===== src/design/fxq88_pkg.sv =====
// ----------------------------------------------------------------------------
// fxq88_pkg
// Types and constants for the signed 8.8 multiply / divide / sqrt unit.
// ----------------------------------------------------------------------------
package fxq88_pkg;

  localparam logic [1:0] CMD_MUL  = 2'd0;
  localparam logic [1:0] CMD_DIV  = 2'd1;
  localparam logic [1:0] CMD_SQRT = 2'd2;

  localparam logic [15:0] SAT_POS   = 16'd32767;
  localparam logic [15:0] DIV_LIMIT = 16'd126;
  localparam logic [14:0] ROOT_BIT0 = 15'h4000;

  localparam int DIV_STEPS  = 24;
  localparam int ROOT_STEPS = 8;

  typedef enum logic [2:0] {
    S_IDLE,
    S_MUL,
    S_ROOT,
    S_DIV,
    S_DSAT,
    S_SIGN,
    S_AVG,
    S_FIN
  } state_t;

endpackage


===== src/design/fixed_point_q8_8_mul_div_sqrt.sv =====
// ----------------------------------------------------------------------------
// fixed_point_q8_8_mul_div_sqrt
// Signed 8.8 arithmetic unit: multiply, divide and square root, one result
// per transaction.
// ----------------------------------------------------------------------------
// One transaction is taken at a time; cmd_ready is high only while the unit is
// idle. A multiply runs one 17x17 product, a sign step and the output load
// before result_valid. A divide runs a restoring division on one shared 17-bit
// subtractor, one quotient bit per cycle; a zero divisor, a non-positive square
// root operand or the unused command code go straight to the output load. A
// square root runs 8 bit-method root steps and then a 24-step division on the
// same subtractor. The result sits in an output register, so a new transaction
// may start while the previous result still waits to be taken.
// ----------------------------------------------------------------------------
module fixed_point_q8_8_mul_div_sqrt
  import fxq88_pkg::*;
(
  input  logic               clk,
  input  logic               rst,
  input  logic               cmd_valid,
  output logic               cmd_ready,
  input  logic [1:0]         cmd,
  input  logic signed [15:0] operand_a,
  input  logic signed [15:0] operand_b,
  output logic               result_valid,
  input  logic               result_ready,
  output logic signed [15:0] result
);

  state_t state;
  state_t state_next;

  logic [16:0] ma;
  logic [16:0] mb;
  logic        neg;
  logic        is_sqrt;
  logic [15:0] rem;
  logic [23:0] dvd;
  logic [15:0] root;
  logic [14:0] bitm;
  logic [4:0]  cnt;
  logic [15:0] mag;
  logic [15:0] res;

  logic [16:0] in_ma;
  logic [16:0] in_mb;
  logic        accept;
  logic        out_free;
  logic        load_out;

  logic [16:0] sub_x;
  logic [16:0] sub_y;
  logic [17:0] diff;
  logic        borrow;
  logic [15:0] root_t;
  logic [15:0] root_next;
  logic [33:0] product;
  logic [16:0] avg_sum;

  // operand magnitudes, -32768 maps to 32768
  assign in_ma = operand_a[15] ? (17'h10000 - {1'b0, operand_a}) : {1'b0, operand_a};
  assign in_mb = operand_b[15] ? (17'h10000 - {1'b0, operand_b}) : {1'b0, operand_b};

  assign accept   = cmd_valid && cmd_ready;
  assign out_free = !result_valid || result_ready;

  // shared subtractor
  assign root_t = root + {1'b0, bitm};
  always_comb begin
    if (state == S_ROOT) begin
      sub_x = {1'b0, rem};
      sub_y = {1'b0, root_t};
    end else begin
      sub_x = {rem, dvd[23]};
      sub_y = mb;
    end
  end
  assign diff      = {1'b0, sub_x} - {1'b0, sub_y};
  assign borrow    = diff[17];
  assign root_next = borrow ? (root >> 1) : ((root >> 1) + {1'b0, bitm});

  assign product = ma * mb;
  assign avg_sum = {1'b0, mb[15:0]} + {1'b0, mag};

  // next state
  always_comb begin
    state_next = state;
    unique case (state)
      S_IDLE: begin
        if (cmd_valid) begin
          unique case (cmd)
            CMD_MUL:  state_next = S_MUL;
            CMD_DIV:  state_next = (operand_b == 16'sd0) ? S_FIN : S_DIV;
            CMD_SQRT: state_next = (operand_a[15] || operand_a == 16'sd0) ? S_FIN : S_ROOT;
            default:  state_next = S_FIN;
          endcase
        end
      end
      S_MUL:  state_next = S_SIGN;
      S_ROOT: state_next = (cnt == 5'(ROOT_STEPS - 1)) ? S_DIV : S_ROOT;
      S_DIV:  state_next = (cnt == 5'(DIV_STEPS - 1)) ? S_DSAT : S_DIV;
      S_DSAT: state_next = is_sqrt ? S_AVG : S_SIGN;
      S_SIGN: state_next = S_FIN;
      S_AVG:  state_next = S_FIN;
      S_FIN:  state_next = out_free ? S_IDLE : S_FIN;
      default: state_next = S_IDLE;
    endcase
  end

  // handshake outputs
  always_comb begin
    cmd_ready = (state == S_IDLE);
    load_out  = (state == S_FIN) && out_free;
  end

  always_ff @(posedge clk) begin
    if (rst) begin
      state        <= S_IDLE;
      result_valid <= 1'b0;
    end else begin
      state <= state_next;
      if (load_out) begin
        result_valid <= 1'b1;
      end else if (result_ready) begin
        result_valid <= 1'b0;
      end
    end
  end

  always_ff @(posedge clk) begin
    if (load_out) begin
      result <= res;
    end
    unique case (state)
      S_IDLE: begin
        if (accept) begin
          ma      <= in_ma;
          mb      <= in_mb;
          is_sqrt <= (cmd == CMD_SQRT);
          dvd     <= {in_ma[15:0], 8'd0};
          cnt     <= 5'd0;
          root    <= 16'd0;
          bitm    <= ROOT_BIT0;
          // remainder starts from magnitude bit 16; 32768 sets the top dividend bit
          unique case (cmd)
            CMD_DIV: begin
              neg <= operand_a[15] ^ operand_b[15];
              rem <= {15'd0, in_ma[16]};
              res <= SAT_POS;
            end
            CMD_SQRT: begin
              neg <= 1'b0;
              rem <= operand_a;
              res <= 16'd0;
            end
            default: begin
              neg <= operand_a[15] ^ operand_b[15];
              rem <= {15'd0, in_ma[16]};
              res <= 16'd0;
            end
          endcase
        end
      end
      S_MUL: begin
        mag <= product[23:8];
      end
      S_ROOT: begin
        root <= root_next;
        bitm <= bitm >> 2;
        if (cnt == 5'(ROOT_STEPS - 1)) begin
          // seed y = root * 16, then divide a by y
          mb  <= {1'b0, root_next[11:0], 4'd0};
          rem <= 16'd0;
          dvd <= {ma[15:0], 8'd0};
          cnt <= 5'd0;
        end else begin
          if (!borrow) begin
            rem <= diff[15:0];
          end
          cnt <= cnt + 5'd1;
        end
      end
      S_DIV: begin
        rem <= borrow ? sub_x[15:0] : diff[15:0];
        dvd <= {dvd[22:0], !borrow};
        cnt <= cnt + 5'd1;
      end
      S_DSAT: begin
        mag <= (dvd[23:8] > DIV_LIMIT) ? SAT_POS : dvd[15:0];
      end
      S_SIGN: begin
        res <= neg ? (16'd0 - mag) : mag;
      end
      S_AVG: begin
        res <= avg_sum[16:1];
      end
      S_FIN: begin
      end
      default: begin
      end
    endcase
  end

endmodule

===== config.mk =====
export PLATFORM = sky130hd
export DESIGN_NAME = fixed_point_q8_8_mul_div_sqrt
export DESIGN_NICKNAME = d
export VERILOG_FILES = /design/src/design/fxq88_pkg.sv /design/src/design/fixed_point_q8_8_mul_div_sqrt.sv
export SDC_FILE = /design/constraint.sdc
export NUM_CORES = 1
export LEC_CHECK = 0
export ABC_AREA = 1
export BUFFER_PORTS_ARGS = -buffer_cell sky130_fd_sc_hd__buf_2
export CORE_AREA = 4 4 255 257
export CTS_CLUSTER_DIAMETER = 60
export DETAILED_ROUTE_END_ITERATION = 10
export DIE_AREA = 0 0 259 261
export SLEW_MARGIN = 40
export SYNTH_ARGS = -nofsm -noshare
export SYNTH_HDL_FRONTEND = slang
export SYNTH_SLANG_ARGS = --single-unit
export TNS_END_PERCENT = 100

===== constraint.sdc =====
create_clock -name clk -period 8.1 [get_ports clk]
set_clock_uncertainty 0.2 [all_clocks]
set_input_delay 0.81 -clock clk [delete_from_list [all_inputs] [get_ports clk]]
set_output_delay 0.81 -clock clk [all_outputs]
set_load 0.02 [all_outputs]

=== After elaboration in Yosys (flattened, before gate mapping) ===
Index checks and enable logic that the tools add are counted.

* Word-level logic and storage cells: 104
* ROM bits: 0
* Register bits after elaboration: 164
* Bits in writable memories: 0
* Memories: 0
* Bits in latches: 0

* Div/mod/pow operators: 0
* Order comparisons: 1
* Multiplexer cells: 41
* Bitwise operators: 1
* Shifts and indexed selects: 0
* Multiply operators: 1
* Reduce and logical (&&, ||, !) cells: 23
* $add $sub $neg: 8
* Equal/unequal tests: 15

{| class="wikitable"
|+ Operator list
! kind !! count
|-
| $mux 16 || 10
|-
| $mux 17 || 6
|-
| $pmux 16 s3 || 2
|-
| $pmux 24 s3 || 1
|-
| $pmux 16 s2 || 2
|-
| $mux 24 || 2
|-
| $pmux 17 s2 || 1
|-
| $sub 17x16->17 const A || 2
|-
| $logic_not 16->1 || 2
|-
| $mux 15 || 2
|-
| $pmux 15 s2 || 1
|-
| $mul 17x17->24 || 1
|-
| $pmux 3 s7 || 1
|-
| $sub 17x17->18 || 1
|-
| $add 16x16->17 || 1
|-
| $add 15x15->16 || 1
|-
| $add 16x15->16 || 1
|-
| $gt 16x7->1 const B || 1
|-
| $sub 1x16->16 const A || 1
|-
| $mux 3 || 5
|-
| $pmux 5 s3 || 1
|-
| $eq 3x3->1 const B || 4
|-
| $mux 5 || 2
|-
| $pmux 3 s3 || 1
|-
| 23 further kinds || 38
|}

=== Longest topological paths before layout ===
Gate-level depths: netlist of the first run.

* Word-level depth: 6
* Mapped depth: 28
* Gate-level depth less buffers: 27

=== Worst setup path after synthesis of the first run ===
OpenSTA, ideal clock, no wires.

* Path type: reg2reg
* Start point: reg ma[5]
* End point: reg mag[13], data pin
* Clock period less this slack: 5787 ps
* Data required time: 7637 ps
* Buffers on the path: 2
* Setup slack: 2313 ps
* Arrival: 5324 ps
* Stages on the path, launching flop included: 25
* Path through: edfxtp_1 > clkbuf_1 > clkbuf_1 > nand2_1 > fa_1 > inv_1 > fa_1 > inv_1 > fa_1 > inv_1 > fa_1 > fa_1 > inv_1 > fa_1 > inv_1 > ha_1 > nand2_1 > nor2_1 > inv_1 > nor3_1 > nand4_1 > nand3_1 > nand2_1 > nand2_1 > o21ai_0

* Longest elaborated chain between the ends: 2

{| class="wikitable"
|+ Ends and longest elaborated chain
! what !! line !! source
|-
| start, declared || fixed_point_q8_8_mul_div_sqrt.sv:33 || <nowiki>logic [16:0] ma;</nowiki>
|-
| start signal, assigned || fixed_point_q8_8_mul_div_sqrt.sv:137 || <nowiki>ma <= in_ma;</nowiki>
|-
| $mul 17x17->24 || fixed_point_q8_8_mul_div_sqrt.sv:82 || <nowiki>assign product = ma * mb;</nowiki>
|-
| $pmux 16 s2 || fixed_point_q8_8_mul_div_sqrt.sv:134 || <nowiki>unique case (state)</nowiki>
|-
| end signal, assigned || fixed_point_q8_8_mul_div_sqrt.sv:165 || <nowiki>mag <= product[23:8];</nowiki>
|-
| end signal, assigned || fixed_point_q8_8_mul_div_sqrt.sv:189 || <nowiki>mag <= (dvd[23:8] > DIV_LIMIT) ? SAT_POS : dvd[15:0];</nowiki>
|-
| end, declared || fixed_point_q8_8_mul_div_sqrt.sv:42 || <nowiki>logic [15:0] mag;</nowiki>
|}

No other way between the ends.
A chain may end at the register's enable or synchronous reset.

=== Worst setup path after layout of the first run ===
* Start point: reg ma[1]
* End point: reg mag[13], data pin

Same word-level chain as after synthesis.

==> results of run 1 <==
## final timing paths
path          start   endpoint  cells after the start
max           ma[1]    mag[13]                     20
min          res[7]  result[7]                      0
max reg2reg   ma[1]    mag[13]                     20
min reg2reg  res[7]  result[7]                      0
## synth_stat cells, types with 2 or more instances
cell type / instances / share of area
nand2_1: 736 / 0.15
inv_1: 539 / 0.11
fa_1: 181 / 0.19
nor2_1: 156 / 0.031
nand3_1: 155 / 0.042
edfxtp_1: 153 / 0.25
ha_1: 119 / 0.080
o21ai_0: 105 / 0.028
a21oi_1: 100 / 0.027
clkbuf_1: 60 / 0.012
xor2_1: 31 / 0.015
nor3_1: 19 / 0.0051
buf_2: 16 / 0.0043
o211ai_1: 14 / 0.0056
or2_2: 13 / 0.0044
nand3b_1: 11 / 0.0044
xnor2_1: 11 / 0.0052
nand4_1: 9 / 0.0030
a22oi_1: 8 / 0.0032
o21ai_1: 8 / 0.0021
a21o_1: 7 / 0.0028
buf_1: 6 / 0.0012
inv_2: 5 / 0.0010
nor4_1: 5 / 0.0017
o21a_1: 5 / 0.0020
o21bai_1: 5 / 0.0020
dfxtp_1: 4 / 0.0043
o31ai_1: 4 / 0.0016
a31oi_1: 3 / 0.0010
o22ai_1: 3 / 0.0010
buf_4: 2 / 0.00080
buf_6: 2 / 0.0012
o311ai_0: 2 / 0.00094
## layout make-up
type                    instances  area, µm²  area share
repair buffers                 84        576      0.0280
well taps                     846       1060      0.0514
multi-input cells            1732      11600       0.564
diodes                          1       2.50    0.000122
clock buffers                  18        429      0.0208
flip-flops and latches        157       4670       0.227
clock inverters                14        179     0.00869
inverters                     545       2050      0.0995
## stage by stage
step / util / cells / instance area [µm²]
finish: 0.328 / 3397 / 20600
global route: 0.328 / 3396 / 20600
CTS: 0.326 / 3388 / 20500
detailed placement: 0.317 / 3356 / 19900
global placement: 0.315 / 3349 / 19800
floorplan: - / 2520 / 18700
## per-layer routing
layer	vias to the layer above	track usage	routed length (µm)
met4	2	0.0384	1050
met1	7606	0.213	23900
met2	461	0.258	24000
met5	-	0	14
met3	60	0.0232	3140
li1	7836	-	-
## cell families after synthesis
family                     count (synthesis)  synth area share
AOI/OAI and AO/OA                        273            0.0819
adders and majority gates                300             0.274
buffers and inverters                    631             0.129
DFF                                      157             0.250
and+or+nand+nor                         1115             0.246
other                                      1          0.000201
xor gates and xnor gates                  42            0.0197
## sequential cells by signal (all words and copies together) (netlist names)
signal	cells
mag	16
mb	17
bitm	8
dvd	24
state	3
neg	1
cnt	5
root	16
result_valid	1
is_sqrt	1
ma	17
rem	16
result	16
res	16
## worst max-delay path: stages (launching register included)
cell and delay (ns):
edfxtp_1 0.89, nand2_1 0.17, fa_1 0.53, fa_1 0.54, inv_1 0.06, fa_1 0.50
fa_1 0.52, fa_1 0.55, inv_1 0.06, fa_1 0.53, inv_1 0.04, ha_1 0.34
nand2_1 0.11, nor2_1 0.14, inv_1 0.07, nor3_1 0.26, nand4_1 0.12, nand3_1 0.13
nand2_1 0.06, nand2_1 0.06, o21ai_0 0.10
==> impl_metrics.yaml, run 1 <==
run_status:
  status: "finished clean"
synth:
  yosys_warnings: 0
  ys.flop_type: "edfxtp_1"
  netlist_area_um2: 18700
  ys_seq_area_frac: 0.250
  synth_cells: 2519
  async_flop_share: 0
  ys_types: 55
  ys_ff_latch: 157
  synth_edf_count: 153
  postSynthAreaPerCell_um2: 7.42
timing:
  timing.hold.ws_ns: 0.219
  drv_slew: 0
  max_freq_ghz: 0.160
  period_minus_slack_ns: 6.25
  max_slew_margin: 0.422
  fin_ws_ns: 1.85
  period_share: 0.772
  setup_tns_ns: 0
  rsz0062_at_grt: "false"
  finalHoldViolCount: 0
  worst_slew_pin_slew_ns: 0.868
  finalSetupViolations: 0
clock_tree:
  ctsResizeCount: 0
  cts_setup_buffers: 0
  cts_buffer_depth: 2
  cts_root_buf: "clkbuf_16"
  htree_levels: 4
  clkSlewWorstSetupHoldPaths_ns: 0.08
  cts-hold-fix-buffers: 0
  numCtsBuffers: 17
  cts_tree: "built"
  clk_latency_ns: 0.46
  clkSinkCount: 157
die:
  rows: 92
  ios: 56
  core-area_um2: 62700
  die_h_um: 261
  start_util: 0.298
  die_area_um2: 67600
  die_x_um: 259
routing:
  viasPerCell: 4.70
  drc: 0
  vias: 16000
  wl_per_cell_um: 15.3
  routed_wl_mm: 52.1
  ant_nets: 0
  firstDrtPassIters: 6
  drt-initial-drc-count: 1067
run:
  cap_viol_max_count: 0
global_routing:
  grt_pass1_wl_mm: 83.5
  grt_max_degree: 68
  grt_use_total: 0.155
  antenna_found_initial: 1
  overflow: 0
  grt_pass1_vias: 15500
worst_hold_path:
  holdCritPathClass: "reg2reg"
worst_setup_path:
  rrSetupSlack_ns: 1.85
  path_max_fanout: 17
  crit_arrival_ns: 6.24
  cp-start-kind: "register"
  required_ns: 8.09
  critPathKind: "reg2reg"
  end_kind: "register"
cells_and_area:
  finalNetCount: 2875
  drive_above_1_share: 0.0588
  final_common_cell: "nand2_1"
  mostFrequentLayoutCells: "nand2_1 (736), inv_1 (538), fa_1 (181)"
  areaGrowthSynthToFinish_pct: 10.2
  fillers: 6744
place:
  hpwl_mm: 40.6
  portBuffers: 55
  pre_cts_slack_ns: 1.74
  place_congestion: 0.969
Power of run 1 is not shown: default switching activity piles up to over one toggle a cycle in this logic, so the estimate is an artifact.
==> run 2: changes to the inputs <==
- ABC_AREA: 1 -> 0
- CORE_AREA: 4 4 255 257 -> 4 4 246 248
- DIE_AREA: 0 0 259 261 -> 0 0 250 252
- clock period: 8.1 -> 6.45 ns (I/O delays scaled with it)
==> run 2 against run 1 <==
Compared with the run above:
- cell count decreased by 21%
- synthesized cell count decreased by 27%
- critical path type unchanged
- synthesized area decreased by 7.5%
- critical path depth increased by 1
- register-to-register slack got worse by 1.6 ns
- hold slack got worse by 0.016 ns
- maximum frequency increased by 1.2%
==> impl_metrics.yaml, run 2 <==
worst_setup_path:
  worstPathCellList: "buf_4 -> and2_1 -> fa_1 -> inv_1 -> fa_1 -> fa_1 -> inv_1 -> fa_1 -> fa_1 -> inv_1 -> fa_1 -> inv_1 -> ha_1 -> a21o_1 -> a21oi_1 -> o21ai_2 -> buf_4 -> a21o_1 -> a21oi_1 -> xnor2_1 -> o22a_1"
  cpMostUsedCell: "fa_1"
  crit_buf_inv: 6
  path_max_fanout: 16
  cp-start-kind: "register"
  end_kind: "register"
  slowest_stage: "fa_1"
  cpLargestDelayFamily: "adder cells"
  critPathKind: "reg2reg"
  required_ns: 6.44
  slowest_delay_ns: 0.55
  crit_arrival_ns: 6.17
synth:
  async_flop_share: 0
  synthTopCellsByArea: "edfxtp_1 (27%), fa_1 (21%), ha_1 (8.6%)"
  synth_cells: 1840
  synth_top_area_cell: "edfxtp_1"
  yosys_warnings: 0
  postSynthAreaPerCell_um2: 9.40
  yosysMostFrequentCell: "nand2_1"
  synth_edf_count: 153
  synth_top_area_frac: 0.266
  ys_ff_latch: 157
  synth.top_cells.by_count: "nand2_1 (269), inv_1 (268), fa_1 (181), edfxtp_1 (153), ha_1 (119)"
  ys_seq_area_frac: 0.270
  ys.flop_type: "edfxtp_1"
  netlist_area_um2: 17300
  ys_types: 72
run:
  cap_viol_max_count: 0
timing:
  setup_tns_ns: 0
  period_share: 0.958
  finalSetupViolations: 0
  max_slew_margin: 0.459
  worst_slew_pin_slew_ns: 0.811
  period_minus_slack_ns: 6.18
  finalHoldViolCount: 0
  max_freq_ghz: 0.162
  drv_slew: 0
die:
  die_h_um: 252
  die_area_um2: 63000
  die_x_um: 250
  rows: 89
  core-area_um2: 58500
  ios: 56
  start_util: 0.296
clock_tree:
  cts_root_buf: "clkbuf_16"
  htree_levels: 4
  clkSinkCount: 157
  cts_buffer_depth: 2
  clk_latency_ns: 0.45
  clkSlewWorstSetupHoldPaths_ns: 0.07
  numCtsBuffers: 17
  cts_tree: "built"
  cts-hold-fix-buffers: 0
routing:
  routed_wl_mm: 47.8
  firstDrtPassIters: 5
  vias: 13400
  ant_nets: 0
  wl_per_cell_um: 17.8
  drt-initial-drc-count: 903
  drc: 0
  viasPerCell: 4.98
cells_and_area:
  regMostFlops: "dvd"
  areaGrowthSynthToFinish_pct: 12.1
  mostFrequentLayoutCells: "nand2_1 (269), inv_1 (268), fa_1 (181)"
  top_regs: "dvd x24, ma x17, mb x17"
  fin_util: 0.332
  largest_register_ffs: 24
  finalNetCount: 2244
  final_common_cell: "nand2_1"
  drive_above_1_share: 0.0980
  antenna_cells: 0
  fin_cells: 2692
global_routing:
  grt_pass1_vias: 13900
  overflow: 0
  grt_max_degree: 61
  grt_use_total: 0.152
  antenna_found_initial: 0
  grt_pass1_wl_mm: 76.4
worst_hold_path:
  holdCritPathClass: "in2reg"
run_status:
  status: "finished clean"
place:
  portBuffers: 55
  dp.cells: 2658
  place_congestion: 0.909
  hpwl_mm: 37.8
run 2: changes by cell type in the layout (fill, tap and decap cells not counted), sizes merged, moves of 25 or more:
cell / delta
xnor2: +64
buf: +41
and2: +110
inv: -279
mux2i: +34
a21oi: -46
nor2: -69
nand2: -469
o21ai: -63
and3: +25
nand3: -140
run 2: final timing paths:
path                            slack, ns          to  depth (start not counted)     from
worst max-delay path                 0.27     mag[10]                         21    mb[6]
worst min-delay path                 0.20    state[0]                          2      rst
worst max register to register       0.27     mag[10]                         21    mb[6]
worst min register to register       0.21  result[12]                          0  res[12]
run 2: per-stage QoR:
stage,hold WS [ns],setup WS [ns],instance area [µm²]
detailed placement,0.205,0.139,18800
finish,0.203,0.270,19400
CTS,0.181,0.108,19400
floorplan,0.200,0.169,17300
global placement,0.206,0.180,18800
global route,0.207,-0.00363,19400
run 2: what timing repair did:
item                                    in CTS  in global routing
setup buffers                                0                  1
gates resized for setup                      0                  4
endpoints found under the setup margin       0                  5
run 2: layout make-up:
type / instances / area [µm²]
Timing Repair Buffer: 126 / 820
Sequential cell: 157 / 4680
Clock inverter: 14 / 168
Clock buffer: 18 / 429
Fill cell: 5987 / 39100
Inverter: 269 / 1010
Multi-Input combinational cell: 1335 / 11300
Tap cell: 773 / 967
run 2: worst reg2reg max path: stages, from the launching register on:
cell and delay [ns]:
edfxtp_1 0.43, buf_4 0.24, and2_1 0.19, fa_1 0.50, inv_1 0.06, fa_1 0.50, fa_1 0.51, inv_1 0.05
fa_1 0.47, fa_1 0.55, inv_1 0.06, fa_1 0.53, inv_1 0.04, ha_1 0.33, a21o_1 0.19, a21oi_1 0.18
o21ai_2 0.11, buf_4 0.15, a21o_1 0.19, a21oi_1 0.17, xnor2_1 0.08, o22a_1 0.18
run 2: per-layer routing:
| metal | wire (µm) | GRT usage | vias to the layer above |
|---|---|---|---|
| li1 | - | - | 6230 |
| met1 | 20900 | 0.201 | 6714 |
| met2 | 23200 | 0.261 | 396 |
| met3 | 2780 | 0.0265 | 57 |
| met4 | 999 | 0.0390 | 0 |
| met5 | 0 | 0 | - |
run 2: cell families (layout without fill, tap and decap cells):
| logic type | count (synthesis) | count (layout) | share of synthesized area |
|---|---|---|---|
| simple gates | 611 | 611 | 0.169 |
| buf+inv | 349 | 427 | 0.0762 |
| fa+ha+maj | 300 | 300 | 0.296 |
| compound gates | 269 | 269 | 0.109 |
| flops | 157 | 157 | 0.270 |
| xor+xnor | 118 | 118 | 0.0598 |
| mux | 35 | 35 | 0.0203 |
| other cells | 1 | 2 | 0.000217 |
Power of run 2 is left out for the same reason.
